==> src/hdl/omd_pkg.sv <==
// Package for the optical Morse letter decoder: shared constants, config
// register codes, the letter table and the structs passed between modules.
// No dependencies.
`timescale 1ns / 1ps

package omd_pkg;

  // Default widths handed to the top-level parameters
  localparam int unsigned TIMER_BITS_DEF  = 16;
  localparam int unsigned SAMPLE_BITS_DEF = 10;

  // Config port geometry
  localparam int unsigned CFG_IDX_W  = 3;
  localparam int unsigned CFG_DATA_W = 16;
  localparam int unsigned LIMIT_W    = 16;
  localparam int unsigned CHAR_W     = 7;

  // Register indexes on the config port
  typedef enum logic [CFG_IDX_W-1:0] {
    CFG_SAMPLE_OFFSET   = 3'd0,
    CFG_LIGHT_THRESHOLD = 3'd1,
    CFG_DOT_LIMIT       = 3'd2,
    CFG_DASH_LIMIT      = 3'd3,
    CFG_LETTER_GAP      = 3'd4,
    CFG_WORD_GAP        = 3'd5
  } cfg_reg_e;

  // Register reset values
  localparam logic [CFG_DATA_W-1:0] RST_SAMPLE_OFFSET   = 16'd0;
  localparam logic [CFG_DATA_W-1:0] RST_LIGHT_THRESHOLD = 16'd20;
  localparam logic [LIMIT_W-1:0]    RST_DOT_LIMIT       = 16'd340;
  localparam logic [LIMIT_W-1:0]    RST_DASH_LIMIT      = 16'd1040;
  localparam logic [LIMIT_W-1:0]    RST_LETTER_GAP      = 16'd800;
  localparam logic [LIMIT_W-1:0]    RST_WORD_GAP        = 16'd1200;

  localparam logic [CHAR_W-1:0] CHAR_SPACE = 7'd32;
  localparam logic [CHAR_W-1:0] CHAR_A     = 7'd65;
  localparam logic [CHAR_W-1:0] CHAR_Z     = 7'd90;

  // Letters grouped by symbol count; group of length n starts at 2^n - 2,
  // symbol i sits in bit i, dot is 0 and dash is 1.
  localparam logic [CHAR_W-1:0] LETTER_TAB [30] = '{
    7'd69, 7'd84,                                           // E T
    7'd73, 7'd78, 7'd65, 7'd77,                             // I N A M
    7'd83, 7'd68, 7'd82, 7'd71, 7'd85, 7'd75, 7'd87, 7'd79, // S D R G U K W O
    7'd72, 7'd66, 7'd76, 7'd90, 7'd70, 7'd67, 7'd80, 7'd32, // H B L Z F C P -
    7'd86, 7'd88, 7'd32, 7'd81, 7'd32, 7'd89, 7'd74, 7'd32  // V X - Q - Y J -
  };

  // Timing limits, all fixed 16-bit registers
  typedef struct packed {
    logic [LIMIT_W-1:0] dot_limit;
    logic [LIMIT_W-1:0] dash_limit;
    logic [LIMIT_W-1:0] letter_gap;
    logic [LIMIT_W-1:0] word_gap;
  } limits_t;

  // One decoded result
  typedef struct packed {
    logic              valid;
    logic [CHAR_W-1:0] char_code;
    logic              is_word_space;
  } result_t;

  // Map a collected symbol pattern to ASCII; an empty or long pattern is a space
  function automatic logic [CHAR_W-1:0] letter_of(input logic [2:0] count,
                                                  input logic [3:0] bits);
    logic [4:0] idx;
    logic       known;
    idx   = '0;
    known = 1'b1;
    unique case (count)
      3'd1:    idx = 5'd0 + {4'd0, bits[0]};
      3'd2:    idx = 5'd2 + {3'd0, bits[1:0]};
      3'd3:    idx = 5'd6 + {2'd0, bits[2:0]};
      3'd4:    idx = 5'd14 + {1'b0, bits};
      default: known = 1'b0;
    endcase
    return known ? LETTER_TAB[idx] : CHAR_SPACE;
  endfunction

endpackage

==> src/hdl/omd_tracker.sv <==
// Pulse and gap tracker of the optical Morse decoder: light detection, pulse
// and dark timers, symbol collection and letter / word-space decisions.
// Depends on omd_pkg.
`timescale 1ns / 1ps

module omd_tracker #(
  parameter int unsigned TIMER_BITS  = omd_pkg::TIMER_BITS_DEF,
  parameter int unsigned SAMPLE_BITS = omd_pkg::SAMPLE_BITS_DEF
) (
  input  logic                   clk_i,
  input  logic                   rst_ni,
  input  logic                   step_i,       // commit this sample's update
  input  logic [SAMPLE_BITS-1:0] sample_i,
  input  logic [SAMPLE_BITS-1:0] offset_i,
  input  logic [SAMPLE_BITS-1:0] threshold_i,
  input  omd_pkg::limits_t       limits_i,
  output omd_pkg::result_t       result_o
);
  import omd_pkg::*;

  localparam int unsigned CW = (TIMER_BITS > LIMIT_W) ? TIMER_BITS : LIMIT_W;

  logic                   light_q, light_d;
  logic [TIMER_BITS-1:0]  dark_q, dark_d;
  logic [TIMER_BITS-1:0]  pulse_q, pulse_d;
  logic [3:0]             bits_q, bits_d;
  logic [2:0]             count_q, count_d;
  logic                   frozen_q, frozen_d;
  logic                   pend_q, pend_d;

  logic [SAMPLE_BITS-1:0] level;
  logic [TIMER_BITS-1:0]  pulse_inc, dark_inc;
  logic [CW-1:0]          pulse_x, dark_x;
  logic                   is_dot, is_dash_ok;
  result_t                res;

  // Offset removal, saturating at zero
  assign level = (sample_i >= offset_i) ? (sample_i - offset_i) : '0;

  // Saturating timer increments
  assign pulse_inc = (pulse_q == '1) ? pulse_q : pulse_q + 1'b1;
  assign dark_inc  = (dark_q == '1) ? dark_q : dark_q + 1'b1;

  assign pulse_x    = CW'(pulse_q);
  assign dark_x     = CW'(dark_inc);
  assign is_dot     = pulse_x < CW'(limits_i.dot_limit);
  assign is_dash_ok = pulse_x < CW'(limits_i.dash_limit);

  // Next-state and result logic for one sample
  always_comb begin
    light_d  = light_q;
    dark_d   = dark_q;
    pulse_d  = pulse_q;
    bits_d   = bits_q;
    count_d  = count_q;
    frozen_d = frozen_q;
    pend_d   = pend_q;
    res      = '0;
    if (light_q) begin
      if (level > threshold_i) begin
        pulse_d = pulse_inc;
      end else begin
        // pulse ends: classify its length
        light_d = 1'b0;
        dark_d  = '0;
        if (!frozen_q) begin
          if (is_dot || is_dash_ok) begin
            if (count_q < 3'd4) begin
              bits_d[count_q[1:0]] = bits_q[count_q[1:0]] | !is_dot;
            end
            if (count_q < 3'd5) begin
              count_d = count_q + 3'd1;
            end
          end else begin
            frozen_d = 1'b1;
          end
        end
      end
    end else if (level >= threshold_i) begin
      light_d = 1'b1;
      pulse_d = TIMER_BITS'(1);
    end else begin
      dark_d = dark_inc;
      if (count_q != 3'd0 || frozen_q) begin
        // letter gap after symbols
        if (dark_x > CW'(limits_i.letter_gap)) begin
          res.valid         = 1'b1;
          res.char_code     = letter_of(count_q, bits_q);
          res.is_word_space = 1'b0;
          bits_d            = '0;
          count_d           = '0;
          frozen_d          = 1'b0;
          pend_d            = 1'b1;
          dark_d            = '0;
        end
      end else if (dark_x > CW'(limits_i.word_gap)) begin
        // word gap, only once after a letter
        dark_d = '0;
        if (pend_q) begin
          pend_d            = 1'b0;
          res.valid         = 1'b1;
          res.char_code     = CHAR_SPACE;
          res.is_word_space = 1'b1;
        end
      end
    end
  end

  assign result_o = res;

  // State registers
  always_ff @(posedge clk_i or negedge rst_ni) begin
    if (!rst_ni) begin
      light_q  <= 1'b0;
      dark_q   <= '0;
      pulse_q  <= '0;
      bits_q   <= '0;
      count_q  <= '0;
      frozen_q <= 1'b0;
      pend_q   <= 1'b0;
    end else if (step_i) begin
      light_q  <= light_d;
      dark_q   <= dark_d;
      pulse_q  <= pulse_d;
      bits_q   <= bits_d;
      count_q  <= count_d;
      frozen_q <= frozen_d;
      pend_q   <= pend_d;
    end
  end

endmodule

==> src/hdl/optical_morse_letter_decoder.sv <==
// Optical Morse letter decoder: one light-sensor sample per millisecond tick
// in, decoded letters and word spaces out. The decoder takes one sample per
// clock cycle while the output is not stalled: a sample is held in the input
// register, and the combinational tracker update commits it and places its
// result, if any, in the output register. A stalled output holds the
// pipeline; the input register keeps taking samples while it is empty or the
// output is free or being taken. Config writes are always accepted and take
// effect at once; write them only while the decoder is idle.
// Depends on omd_pkg and omd_tracker.
`timescale 1ns / 1ps

module optical_morse_letter_decoder #(
  parameter int unsigned TIMER_BITS  = omd_pkg::TIMER_BITS_DEF,
  parameter int unsigned SAMPLE_BITS = omd_pkg::SAMPLE_BITS_DEF
) (
  input  logic                                 clk_i,
  input  logic                                 rst_ni,
  // config write channel
  input  logic                                 cfg_valid_i,
  output logic                                 cfg_ready_o,
  input  logic [omd_pkg::CFG_IDX_W-1:0]        cfg_index_i,
  input  logic [omd_pkg::CFG_DATA_W-1:0]       cfg_data_i,
  // sample stream in
  input  logic                                 s_axis_tvalid,
  output logic                                 s_axis_tready,
  input  logic [((SAMPLE_BITS+7)/8)*8-1:0]     s_axis_tdata,  // sample
  // character stream out
  output logic                                 m_axis_tvalid,
  input  logic                                 m_axis_tready,
  output logic [7:0]                           m_axis_tdata,  // char_code
  output logic                                 m_axis_tuser   // is_word_space
);
  import omd_pkg::*;

  // Config registers
  logic [SAMPLE_BITS-1:0] offset_q, threshold_q;
  limits_t                limits_q;

  // Input stage
  logic                   s1_valid_q;
  logic [SAMPLE_BITS-1:0] s1_sample_q;

  // Output stage
  logic                   out_valid_q;
  logic [CHAR_W-1:0]      out_char_q;
  logic                   out_space_q;

  logic                   adv;
  result_t                res;

  assign cfg_ready_o = 1'b1;

  // Config register writes
  always_ff @(posedge clk_i or negedge rst_ni) begin
    if (!rst_ni) begin
      offset_q            <= RST_SAMPLE_OFFSET[SAMPLE_BITS-1:0];
      threshold_q         <= RST_LIGHT_THRESHOLD[SAMPLE_BITS-1:0];
      limits_q.dot_limit  <= RST_DOT_LIMIT;
      limits_q.dash_limit <= RST_DASH_LIMIT;
      limits_q.letter_gap <= RST_LETTER_GAP;
      limits_q.word_gap   <= RST_WORD_GAP;
    end else if (cfg_valid_i) begin
      unique case (cfg_index_i)
        CFG_SAMPLE_OFFSET:   offset_q            <= cfg_data_i[SAMPLE_BITS-1:0];
        CFG_LIGHT_THRESHOLD: threshold_q         <= cfg_data_i[SAMPLE_BITS-1:0];
        CFG_DOT_LIMIT:       limits_q.dot_limit  <= cfg_data_i[LIMIT_W-1:0];
        CFG_DASH_LIMIT:      limits_q.dash_limit <= cfg_data_i[LIMIT_W-1:0];
        CFG_LETTER_GAP:      limits_q.letter_gap <= cfg_data_i[LIMIT_W-1:0];
        CFG_WORD_GAP:        limits_q.word_gap   <= cfg_data_i[LIMIT_W-1:0];
        default: ;
      endcase
    end
  end

  // Pipeline advances when the output register is empty or being drained
  assign adv           = !out_valid_q || m_axis_tready;
  assign s_axis_tready = !s1_valid_q || adv;

  // Input register
  always_ff @(posedge clk_i or negedge rst_ni) begin
    if (!rst_ni) begin
      s1_valid_q <= 1'b0;
    end else if (s_axis_tready) begin
      s1_valid_q <= s_axis_tvalid;
    end
  end

  always_ff @(posedge clk_i) begin
    if (s_axis_tready && s_axis_tvalid) begin
      s1_sample_q <= s_axis_tdata[SAMPLE_BITS-1:0];
    end
  end

  omd_tracker #(
    .TIMER_BITS (TIMER_BITS),
    .SAMPLE_BITS(SAMPLE_BITS)
  ) u_tracker (
    .clk_i      (clk_i),
    .rst_ni     (rst_ni),
    .step_i     (s1_valid_q && adv),
    .sample_i   (s1_sample_q),
    .offset_i   (offset_q),
    .threshold_i(threshold_q),
    .limits_i   (limits_q),
    .result_o   (res)
  );

  // Output register
  always_ff @(posedge clk_i or negedge rst_ni) begin
    if (!rst_ni) begin
      out_valid_q <= 1'b0;
    end else if (adv) begin
      out_valid_q <= s1_valid_q && res.valid;
    end
  end

  always_ff @(posedge clk_i) begin
    if (adv && s1_valid_q && res.valid) begin
      out_char_q  <= res.char_code;
      out_space_q <= res.is_word_space;
    end
  end

  assign m_axis_tvalid = out_valid_q;
  assign m_axis_tdata  = {1'b0, out_char_q};
  assign m_axis_tuser  = out_space_q;

`ifndef SYNTH
  // A word space always carries the space character
  assert property (@(posedge clk_i) disable iff (!rst_ni)
    m_axis_tvalid && m_axis_tuser |-> m_axis_tdata[6:0] == CHAR_SPACE)
    else $error("word space with a non-space character");

  // A letter result is A-Z or a space
  assert property (@(posedge clk_i) disable iff (!rst_ni)
    m_axis_tvalid && !m_axis_tuser |->
      (m_axis_tdata[6:0] == CHAR_SPACE) ||
      (m_axis_tdata[6:0] >= CHAR_A && m_axis_tdata[6:0] <= CHAR_Z))
    else $error("letter result outside A-Z and space");

  // A sample held in the input register is not lost while the output stalls
  assert property (@(posedge clk_i) disable iff (!rst_ni)
    s1_valid_q && !adv |=> s1_valid_q && $stable(s1_sample_q))
    else $error("input stage dropped a sample during a stall");
`endif

endmodule
==> config.mk <==
export PLATFORM = sky130hd
export DESIGN_NAME = optical_morse_letter_decoder
export DESIGN_NICKNAME = d
export VERILOG_FILES = /design/src/hdl/omd_pkg.sv /design/src/hdl/omd_tracker.sv /design/src/hdl/optical_morse_letter_decoder.sv
export SDC_FILE = /design/constraint.sdc
export NUM_CORES = 1
export LEC_CHECK = 0
export BUFFER_PORTS_ARGS = -buffer_cell sky130_fd_sc_hd__buf_2
export CAP_MARGIN = 25
export CORE_MARGIN = 3
export CORE_UTILIZATION = 45
export CTS_BUF_LIST = sky130_fd_sc_hd__clkbuf_8
export CTS_CLUSTER_SIZE = 8
export DETAILED_ROUTE_END_ITERATION = 8
export GPL_TIMING_DRIVEN = 1
export HOLD_SLACK_MARGIN = 0.03
export PLACE_DENSITY = 0.67
export SYNTH_ARGS = -nofsm -noshare
export SYNTH_HDL_FRONTEND = slang
export SYNTH_HIERARCHICAL = 1
export SYNTH_SLANG_ARGS = --single-unit
==> constraint.sdc <==
create_clock -name clk_i -period 10.6 [get_ports clk_i]
set_clock_uncertainty 0.15 [all_clocks]
set_input_delay 1.06 -clock clk_i [delete_from_list [all_inputs] [get_ports clk_i]]
set_output_delay 1.06 -clock clk_i [all_outputs]
set_load 0.01 [all_outputs]
==> flow_metrics.py, run 1 <==
metrics = {
    "power": {
        "p_switching_mw": 0.667,
        "switching_share_pct": 35.5,
        "p_int_mw": 1.21,
        "finalPower_mw": 1.88,
        "power_density_nw_per_um2": 181,
        "p_leak_nw": 4.83,
        "combPwrFrac_pct": 35.2,
        "clockPowerShare_pct": 25.2,
        "seq_power_share_pct": 39.6,
        "irDropWorstVdd_mv": 0.0869,
    },
    "worst_setup_path": {
        "worstPathArrival_ps": 5560,
        "start_kind": "flop",
        "critical_path.most_common_cell": "nor2_1",
        "max_stage_delay_ps": 600,
        "crit_fanout": 10,
        "crit_type": "reg -> reg",
        "critPathRequiredTime_ps": 10790,
        "slowest_stage": "nor2_1",
        "critPathCaptureType": "flop",
        "ff2ff_setup_slack_ps": 5230,
        "crit_path_cell_trace": "inv_1 > ha_1 > inv_1 > fa_1 > a21o_1 > a21oi_1 > o22ai_1 > nor2_1 > o21ai_0 > a21oi_1 > nor2_1 > ha_1 > a211o_1 > a21oi_2 > o2111ai_1 > nor2_1 > nand3_1 > o31ai_1",
    },
    "hold_path": {
        "hp-class": "reg -> reg",
    },
    "clock_network": {
        "cts_setup_buffers": 0,
        "cts_hold_buf": 0,
        "h-tree-depth": 4,
        "clk_pin_slew_ps": 80,
        "cts_tree": "built",
        "cts_resized": 0,
        "clock_path_buffers": 2,
        "cts_made_buffers": 17,
        "clock_latency_ps": 450,
        "root_buffer": "clkbuf_8",
        "cts_sinks": 146,
    },
    "finish": {
        "antenna_cells": 0,
        "final_nets": 1117,
        "finalNonFillerCells": 1259,
        "final_design_area_no_fill_um2": 10400,
        "drive_above_1_share_pct": 19.8,
        "area_growth_pct": 8.50,
        "final_common_cell": "inv_1",
        "mostFrequentLayoutCells": "114 x inv_1, 113 x dfrtp_1, 100 x ha_1",
        "utilization_pct": 50.6,
    },
    "routing": {
        "drc": 0,
        "vias": 7083,
        "wl_per_cell_um": 16.5,
        "drt_iter0_drc": 410,
        "drtAntennaViolNets": 0,
        "dr.pass1.iters": 5,
        "wirelength_um": 20800,
        "vias_per_cell": 5.63,
    },
    "synth": {
        "synth_area_per_cell_um2": 10.2,
        "async_reset_ff_share_pct": 87.7,
        "yosysWarnings": 6,
        "yosys_most_used_dff": "dfrtp_1",
        "synth_area_um2": 9590,
        "synth_nets": 1084,
        "synth_cell_types": 78,
        "synth-edff-count": 18,
        "syn-instance-count": 943,
        "ys_seq_elements": 146,
        "synth.yosys.seq_area_share_pct": 39.2,
    },
    "timing": {
        "fin_crit_sh_pct": 50.7,
        "setup_viol": 0,
        "hold_violations": 0,
        "finalMaxSlewViolations": 0,
        "tns_ps": 0,
        "worst_pin_slew_ps": 1050,
        "layout_setup_ws_ps": 5230,
        "fmax_mhz": 186,
        "final.min_clock_period_ps": 5370,
        "slew-limit-headroom_pct": 30.3,
        "grt_setup_unrepaired": "no",
        "hold-worst-slack_ps": 358,
    },
    "global_route": {
        "grt_pass1_wl_um": 34300,
        "grt_pass1_vias": 6806,
        "antenna_found_initial": 0,
        "grt_max_degree": 68,
        "grtUsageTotal_pct": 17.9,
        "grt-ovfl-total": 0,
    },
    "floorplanning": {
        "fp.coreArea_um2": 20600,
        "die_h_um": 152,
        "initial_utilization_pct": 46.6,
        "dieArea_um2": 23100,
        "die_w_um": 152,
        "ioPinCount": 52,
        "fp-row-count": 52,
    },
    "place": {
        "placedInstanceArea_um2": 9960,
        "gp_congestion": 0.829,
        "placed_cells": 1226,
        "dpl.hpwl_um": 15500,
        "portBuffers": 43,
        "pre_cts_slack_ps": 5330,
    },
    "outcome": {
        "status": "finished, final reports clean",
    },
    "flow_run": {
        "cap_viol_max_count": 0,
    },
}
## worst paths after layout
| path | start | endpoint | depth (start not counted) |
|---|---|---|---|
| worst min-delay path | limits_q[8]$_DFFE_PN0P_ | limits_q[8]$_DFFE_PN0P_ | 1 |
| worst min register to register | limits_q[8]$_DFFE_PN0P_ | limits_q[8]$_DFFE_PN0P_ | 1 |
| max in group asynchronous | rst_ni | u_tracker/pulse_q[0]$_DFFE_PN0P_ | 2 |
| worst max-delay path | s1_sample_q[0]$_DFFE_PP_ | u_tracker/dark_q[6]$_DFFE_PN0P_ | 18 |
| worst max register to register | s1_sample_q[0]$_DFFE_PP_ | u_tracker/dark_q[6]$_DFFE_PN0P_ | 18 |
| min in group asynchronous | rst_ni | limits_q[16]$_DFFE_PN0P_ | 1 |
## sequential cells by signal, indices dropped and copies added, names as in the netlist, 3 cells and up
| register | cells |
|---|---|
| limits_q | 64 |
| u_tracker/dark_q | 16 |
| u_tracker/pulse_q | 16 |
| offset_q | 10 |
| s1_sample_q | 10 |
| threshold_q | 10 |
| out_char_q | 7 |
| u_tracker/bits_q | 4 |
| u_tracker/count_q | 3 |
## cells by family (layout without fill, tap and decap cells)
family                     Yosys count  count (layout)  share of synthesized area (%)
other                                2               2                         0.0783
muxes                               97              97                           12.2
buffers and inverters              146             192                           6.66
AOI/OAI and AO/OA                  185             185                           13.0
DFF                                146             146                           39.2
and+or+nand+nor                    246             246                           13.7
xor gates and xnor gates            20              20                           1.83
adders and majority gates          101             101                           13.3
## cell type report
cell class / count / area (um2)
flip-flops and latches: 146 / 3760
clock buffers: 17 / 234
inverters: 111 / 417
repair buffers: 49 / 267
fillers: 1932 / 10200
multi-input cells: 651 / 5190
well taps: 270 / 338
clock inverters: 15 / 191
## cells in the mapped netlist (6+ instances only)
library cell / number / area [um2]
nor2b_1: 9 / 56.3
nor2_1: 45 / 169
mux2i_1: 10 / 100
nand2_1: 61 / 229
xnor2_1: 15 / 131
o21ai_0: 40 / 200
dfstp_2: 15 / 394
or3_1: 10 / 62.6
nand4_1: 21 / 131
ha_1: 100 / 1250
mux2_4: 20 / 300
and4_1: 7 / 61.3
dfrtp_1: 113 / 2830
inv_1: 111 / 417
a21o_1: 12 / 90.1
buf_2: 7 / 35.0
edfxtp_1: 18 / 541
mux2_2: 66 / 743
a32oi_1: 8 / 70.1
o21ai_1: 6 / 30.0
nor3_1: 19 / 95.1
o21a_1: 8 / 60.1
a22o_1: 14 / 123
o211ai_1: 8 / 60.1
a21oi_1: 36 / 180
o22ai_1: 10 / 62.6
nand2b_1: 7 / 43.8
clkbuf_1: 16 / 60.1
and3_1: 13 / 81.3
nand3_1: 26 / 130
## critical path: cells and delay by family (launching register included)
kind	cells	cell delay [ps]
compound gates	9	2420
fa+ha+maj	3	890
buf+inv	2	110
flops	1	360
simple gates	4	1310
## per-layer routing
| layer | global-route usage [%] | share of wire, % |
|---|---|---|
| met1 | 25.8 | 49 |
| met2 | 28.2 | 46 |
| met3 | 2.76 | 3.8 |
| met4 | 5.27 | 1.8 |
| met5 | 0 | 0 |
## power groups by stage
stage	clock network (mW)	registers, mW	logic (mW)
global route	0.509	0.761	0.748
floorplan	0	0.730	0.508
finish	0.474	0.746	0.661
global placement	0	0.750	0.636
CTS	0.486	0.745	0.659
detailed placement	0	0.755	0.654
No activity file was read; power rests on OpenSTA's default activity.
==> run 2: changes to the inputs <==
PLACE_DENSITY = 0.69   (was 0.67)
clock period = 4.7 ns   (was 10.6 ns; I/O delays follow)
==> run 2 against run 1 <==
Final area grew 2.8%. Non-clock buffer count grew 27. Critical path depth shrank 1.
==> flow_metrics.py, run 2 (synthesis results as in run 1) <==
metrics = {
    "power": {
        "irDropWorstVdd_mv": 0.255,
        "switching_share_pct": 37.0,
        "p_int_mw": 2.73,
        "combPwrFrac_pct": 37.0,
        "clockPowerShare_pct": 24.3,
        "p_switching_mw": 1.60,
        "p_leak_nw": 4.95,
        "seq_power_share_pct": 38.7,
        "power_density_nw_per_um2": 405,
    },
    "routing": {
        "wl_per_cell_um": 16.7,
        "drtAntennaViolNets": 0,
        "dr.pass1.iters": 5,
        "vias": 7150,
        "drt_iter0_drc": 466,
        "drc": 0,
        "vias_per_cell": 5.56,
        "wirelength_um": 21500,
    },
    "floorplanning": {
        "die_h_um": 152,
        "ioPinCount": 52,
        "fp-row-count": 52,
        "initial_utilization_pct": 46.6,
        "dieArea_um2": 23100,
        "fp.coreArea_um2": 20600,
        "die_w_um": 152,
    },
    "place": {
        "portBuffers": 43,
        "gp_congestion": 0.867,
        "dpl.hpwl_um": 15800,
        "placed_cells": 1240,
        "placedInstanceArea_um2": 10100,
    },
    "clock_network": {
        "clock_latency_ps": 470,
        "clock_path_buffers": 2,
        "root_buffer": "clkbuf_8",
        "cts_sinks": 146,
        "cts_tree": "built",
        "h-tree-depth": 4,
        "cts_made_buffers": 17,
        "clk_pin_slew_ps": 90,
    },
    "finish": {
        "top_regs": "limits_q (64), u_tracker/dark_q (16), u_tracker/pulse_q (16)",
        "regMostFlops": "limits_q",
        "area_growth_pct": 11.5,
        "antenna_cells": 0,
        "final_design_area_no_fill_um2": 10700,
        "final_common_cell": "dfrtp_1",
        "utilization_pct": 52.0,
        "largest_reg_flops": 64,
        "drive_above_1_share_pct": 22.3,
        "finalNonFillerCells": 1286,
        "mostFrequentLayoutCells": "112 x dfrtp_1, 111 x inv_1, 99 x ha_1",
        "final_nets": 1144,
    },
    "worst_setup_path": {
        "critPathCaptureType": "flop",
        "worstPathArrival_ps": 4750,
        "crit_fanout": 13,
        "crit_type": "reg -> reg",
        "start_kind": "flop",
        "worstRegToRegCells": 17,
        "critPathRequiredTime_ps": 4940,
    },
    "outcome": {
        "status": "finished, final reports clean",
    },
    "timing": {
        "final.min_clock_period_ps": 4510,
        "worst_pin_slew_ps": 973,
        "finalMaxSlewViolations": 0,
        "hold-worst-slack_ps": 67.4,
        "setup_viol": 0,
        "fmax_mhz": 222,
        "fin_crit_sh_pct": 96.0,
        "hold_violations": 0,
        "slew-limit-headroom_pct": 35.1,
    },
    "global_route": {
        "antenna_found_initial": 0,
        "grtUsageTotal_pct": 18.7,
        "grt_max_degree": 49,
        "grt-ovfl-total": 0,
        "grt_pass1_wl_um": 35400,
        "grt_pass1_vias": 6976,
    },
    "hold_path": {
        "hp-class": "in -> reg",
        "holdPathStages": 2,
    },
    "flow_run": {
        "cap_viol_max_count": 0,
    },
}
run 2: cell count changes in the layout (fill, tap and decap cells not counted), moves of 3 or more:
cell	previous run	this run
inv_8	0	4
inv_1	114	111
buf_4	6	22
dlygate4sd3_1	0	11
run 2: path summary, 6_finish.rpt:
| path | from | end | slack, ps |
|---|---|---|---|
| setup / recovery | s1_sample_q[1]$_DFFE_PP_ | u_tracker/dark_q[14]$_DFFE_PN0P_ | 190 |
| hold / removal | s_axis_tvalid | s1_valid_q$_DFFE_PN0P_ | 70 |
| setup reg to reg | s1_sample_q[1]$_DFFE_PP_ | u_tracker/dark_q[14]$_DFFE_PN0P_ | 190 |
| hold reg to reg | threshold_q[7]$_DFFE_PN0P_ | threshold_q[7]$_DFFE_PN0P_ | 360 |
| max in group asynchronous | rst_ni | limits_q[56]$_DFFE_PN1P_ | 2970 |
| min in group asynchronous | rst_ni | u_tracker/dark_q[0]$_DFFE_PN0P_ | 400 |
run 2: area by class of cell:
cell class              instances  area [um2]
fillers                      1902        9870
multi-input cells             651        5250
flip-flops and latches        146        3760
repair buffers                 76         500
inverters                     111         417
well taps                     270         338
clock buffers                  18         248
clock inverters                14         169
run 2: stage by stage:
step	worst slack [ps]	setup TNS [ps]	total power, mW
after floorplan	170	0	2.79
after global placement	129	0	3.16
after detailed placement	-4.26	-4.26	3.23
after CTS	108	0	4.30
after global routing	-20.6	-20.6	4.64
final	190	0	4.33
run 2: per-layer routing:
metal | GRT usage, % | wire [um] | vias up
li1 | - | - | 3512
met1 | 25.9 | 10300 | 3481
met4 | 4.15 | 202 | 0
met3 | 3.21 | 812 | 15
met2 | 30.8 | 10100 | 142
met5 | 0 | 0 | -
run 2: power by group through the flow:
stage | clock network, mW | logic, mW | registers [mW]
detailed placement | 0 | 1.53 | 1.70
CTS | 1.08 | 1.55 | 1.68
global route | 1.14 | 1.79 | 1.71
floorplan | 0 | 1.15 | 1.65
finish | 1.05 | 1.60 | 1.68
global placement | 0 | 1.47 | 1.69
run 2: repair_timing:
item | CTS | global route
pin swaps | 0 | 4
cloned | 0 | 0
resized for setup | 1 | 14
hold endpoints to repair | 53 | 0
endpoints found under the setup margin | 1 | 32
hold buffers | 11 | 0
buffers inserted | 0 | 2
run 2: worst max-delay path, cell delays in order (launching register included):
cell and delay (ps):
edfxtp_1 450, ha_1 330, nor2b_1 130, o21ai_0 240, a21boi_1 140, o21ai_1 180
a21oi_1 140, or4b_1 480, a31oi_1 190, ha_1 280, and4_1 240, o211ai_1 160
o2111a_2 390, buf_4 150, nand3_1 80, buf_4 230, or3_1 310, o211ai_1 150
==> run 3: changes to the inputs <==
REMOVE_ABC_BUFFERS = 1   (was not set)
==> run 3 against run 2 <==
Non-clock buffer count is 1 higher. First-iteration DRC count rose by 5.6%. Maximum frequency grew 2.3%. Largest cell class unchanged. Wire length grew 0.65%. Worst hold slack improved by 32 ps.
==> flow_metrics.py, run 3 (synthesis results as in run 1) <==
metrics = {
    "floorplanning": {
        "fp.coreArea_um2": 20600,
        "ioPinCount": 52,
        "initial_utilization_pct": 46.6,
        "die_w_um": 152,
        "die_h_um": 152,
        "dieArea_um2": 23100,
        "fp-row-count": 52,
    },
    "routing": {
        "drtAntennaViolNets": 0,
        "drt_iter0_drc": 492,
        "wl_per_cell_um": 16.8,
        "vias_per_cell": 5.60,
        "vias": 7211,
        "dr.pass1.iters": 5,
        "wirelength_um": 21600,
        "drc": 0,
    },
    "clock_network": {
        "cts_sinks": 146,
        "clock_path_buffers": 2,
        "clk_pin_slew_ps": 80,
        "clock_latency_ps": 460,
        "h-tree-depth": 4,
        "cts_made_buffers": 17,
        "cts_tree": "built",
        "root_buffer": "clkbuf_8",
    },
    "worst_setup_path": {
        "start_kind": "flop",
        "max_stage_delay_ps": 450,
        "timing.rr.start": "s1_sample_q[0]$_DFFE_PP_",
        "worstReg2RegEnd": "u_tracker/pulse_q[12]$_DFFE_PN0P_",
        "startpoint": "s1_sample_q[0]$_DFFE_PP_",
        "crit_type": "reg -> reg",
        "path_depth": 21,
        "slowest_stage": "or3_4",
        "crit_fanout": 10,
        "worstPathBufferInverterCount": 4,
        "critPathTopFamily": "compound AO/OA/AOI/OAI gates",
        "critPathRequiredTime_ps": 4940,
        "worstPathArrival_ps": 4650,
        "critPathCaptureType": "flop",
        "critPathCapture": "u_tracker/pulse_q[12]$_DFFE_PN0P_",
        "ff2ff_setup_slack_ps": 290,
        "crit_path_cell_trace": "inv_1 > ha_1 > inv_1 > fa_1 > a21o_1 > a21oi_2 > o22ai_1 > nor2_1 > o21ai_0 > a21oi_1 > buf_4 > a31oi_1 > ha_1 > and4_4 > nand4_1 > o2111a_2 > or3_4 > buf_4 > nor3_1 > a21o_1 > a22o_1",
        "worstRegToRegCells": 21,
    },
    "timing": {
        "setup_viol": 0,
        "worst_pin_slew_ps": 946,
        "fin_crit_sh_pct": 93.8,
        "hold_violations": 0,
        "fmax_mhz": 227,
        "finalMaxSlewViolations": 0,
        "final.min_clock_period_ps": 4410,
        "slew-limit-headroom_pct": 36.9,
    },
    "finish": {
        "area_growth_pct": 11.7,
        "final_nets": 1145,
        "top_regs": "limits_q (64), u_tracker/dark_q (16), u_tracker/pulse_q (16)",
        "final_design_area_no_fill_um2": 10700,
        "final_common_cell": "inv_1",
        "regMostFlops": "limits_q",
        "antenna_cells": 0,
        "largest_reg_flops": 64,
        "mostFrequentLayoutCells": "114 x inv_1, 112 x dfrtp_1, 100 x ha_1",
        "utilization_pct": 52.1,
        "drive_above_1_share_pct": 22.4,
    },
    "global_route": {
        "grt_max_degree": 64,
        "grt_pass1_vias": 6882,
        "antenna_found_initial": 0,
        "grt-ovfl-total": 0,
        "grtUsageTotal_pct": 18.5,
        "grt_pass1_wl_um": 34900,
    },
    "flow_run": {
        "cap_viol_max_count": 0,
    },
    "place": {
        "portBuffers": 43,
        "dpl.hpwl_um": 15800,
        "gp_congestion": 0.853,
        "placedInstanceArea_um2": 10100,
    },
    "outcome": {
        "status": "finished, final reports clean",
    },
    "power": {
        "p_leak_nw": 4.96,
        "irDropWorstVdd_mv": 0.268,
        "power_density_nw_per_um2": 398,
        "finalPower_mw": 4.26,
    },
    "hold_path": {
        "hp-class": "in -> reg",
    },
}
==> run 3: worst min path at each step <==
stage                               to  slack, ps               startpoint  depth (start not counted)
3_3_place_gp   limits_q[9]$_DFFE_PN0P_        340  limits_q[9]$_DFFE_PN0P_                          1
4_1_cts         s1_valid_q$_DFFE_PN0P_         80            s_axis_tvalid                          2
3_5_place_dp   limits_q[8]$_DFFE_PN0P_        340  limits_q[8]$_DFFE_PN0P_                          1
2_1_floorplan  limits_q[0]$_DFFE_PN0P_         20                   rst_ni                          0
6_report        s1_valid_q$_DFFE_PN0P_        100            s_axis_tvalid                          2
5_1_grt         s1_valid_q$_DFFE_PN0P_         90            s_axis_tvalid                          2
==> run 3: power by group <==
part | internal (mW) | switching, mW | leakage [nW]
clock network | 0.462 | 0.501 | 0.200
registers | 1.51 | 0.161 | 1.74
logic | 0.730 | 0.889 | 3.02
total | 2.71 | 1.55 | 4.96
==> run 3: what timing repair did <==
action                                  in CTS  in global routing
hold endpoints to repair                    64                  0
gates resized for setup                      0                 17
hold buffers                                11                  0
endpoints found under the setup margin       0                 42
buffers inserted                             0                  4
==> run 3: area by class of cell <==
type / count / area [um2]
Timing Repair Buffer: 77 / 533
Sequential cell: 146 / 3760
Fill cell: 1913 / 9860
Multi-Input combinational cell: 651 / 5270
Clock buffer: 20 / 275
Clock inverter: 12 / 109
Inverter: 111 / 417
Tap cell: 270 / 338
==> run 3: per-layer routing <==
layer	wire, um	up-vias	track usage, %
met5	0	-	0
met4	214	0	3.90
met3	1260	13	4.49
met2	9920	166	29.1
met1	10200	3524	26.1
li1	-	3508	-
==> run 3: stage by stage <==
| stage | setup TNS (ps) | instances | setup slack, ps | hold WS [ps] |
|---|---|---|---|---|
| 6_report | 0 | 1287 | 290 | 99.8 |
| 5_1_grt | -57.0 | 1287 | -34.6 | 85.9 |
| 4_1_cts | 0 | 1281 | 75.7 | 77.0 |
| 3_5_place_dp | 0 | 1238 | 100 | 343 |
| 3_3_place_gp | 0 | 1237 | 177 | 339 |
| 2_1_floorplan | 0 | 908 | 248 | 24.4 |
==> run 3: worst reg2reg max path: stages, from the launching register on <==
cell	delay [ps]
edfxtp_1	360
inv_1	60
ha_1	160
inv_1	60
fa_1	400
a21o_1	190
a21oi_2	160
o22ai_1	90
nor2_1	150
o21ai_0	100
a21oi_1	150
buf_4	190
a31oi_1	70
ha_1	330
and4_4	240
nand4_1	160
o2111a_2	280
or3_4	450
buf_4	190
nor3_1	180
a21o_1	110
a22o_1	120
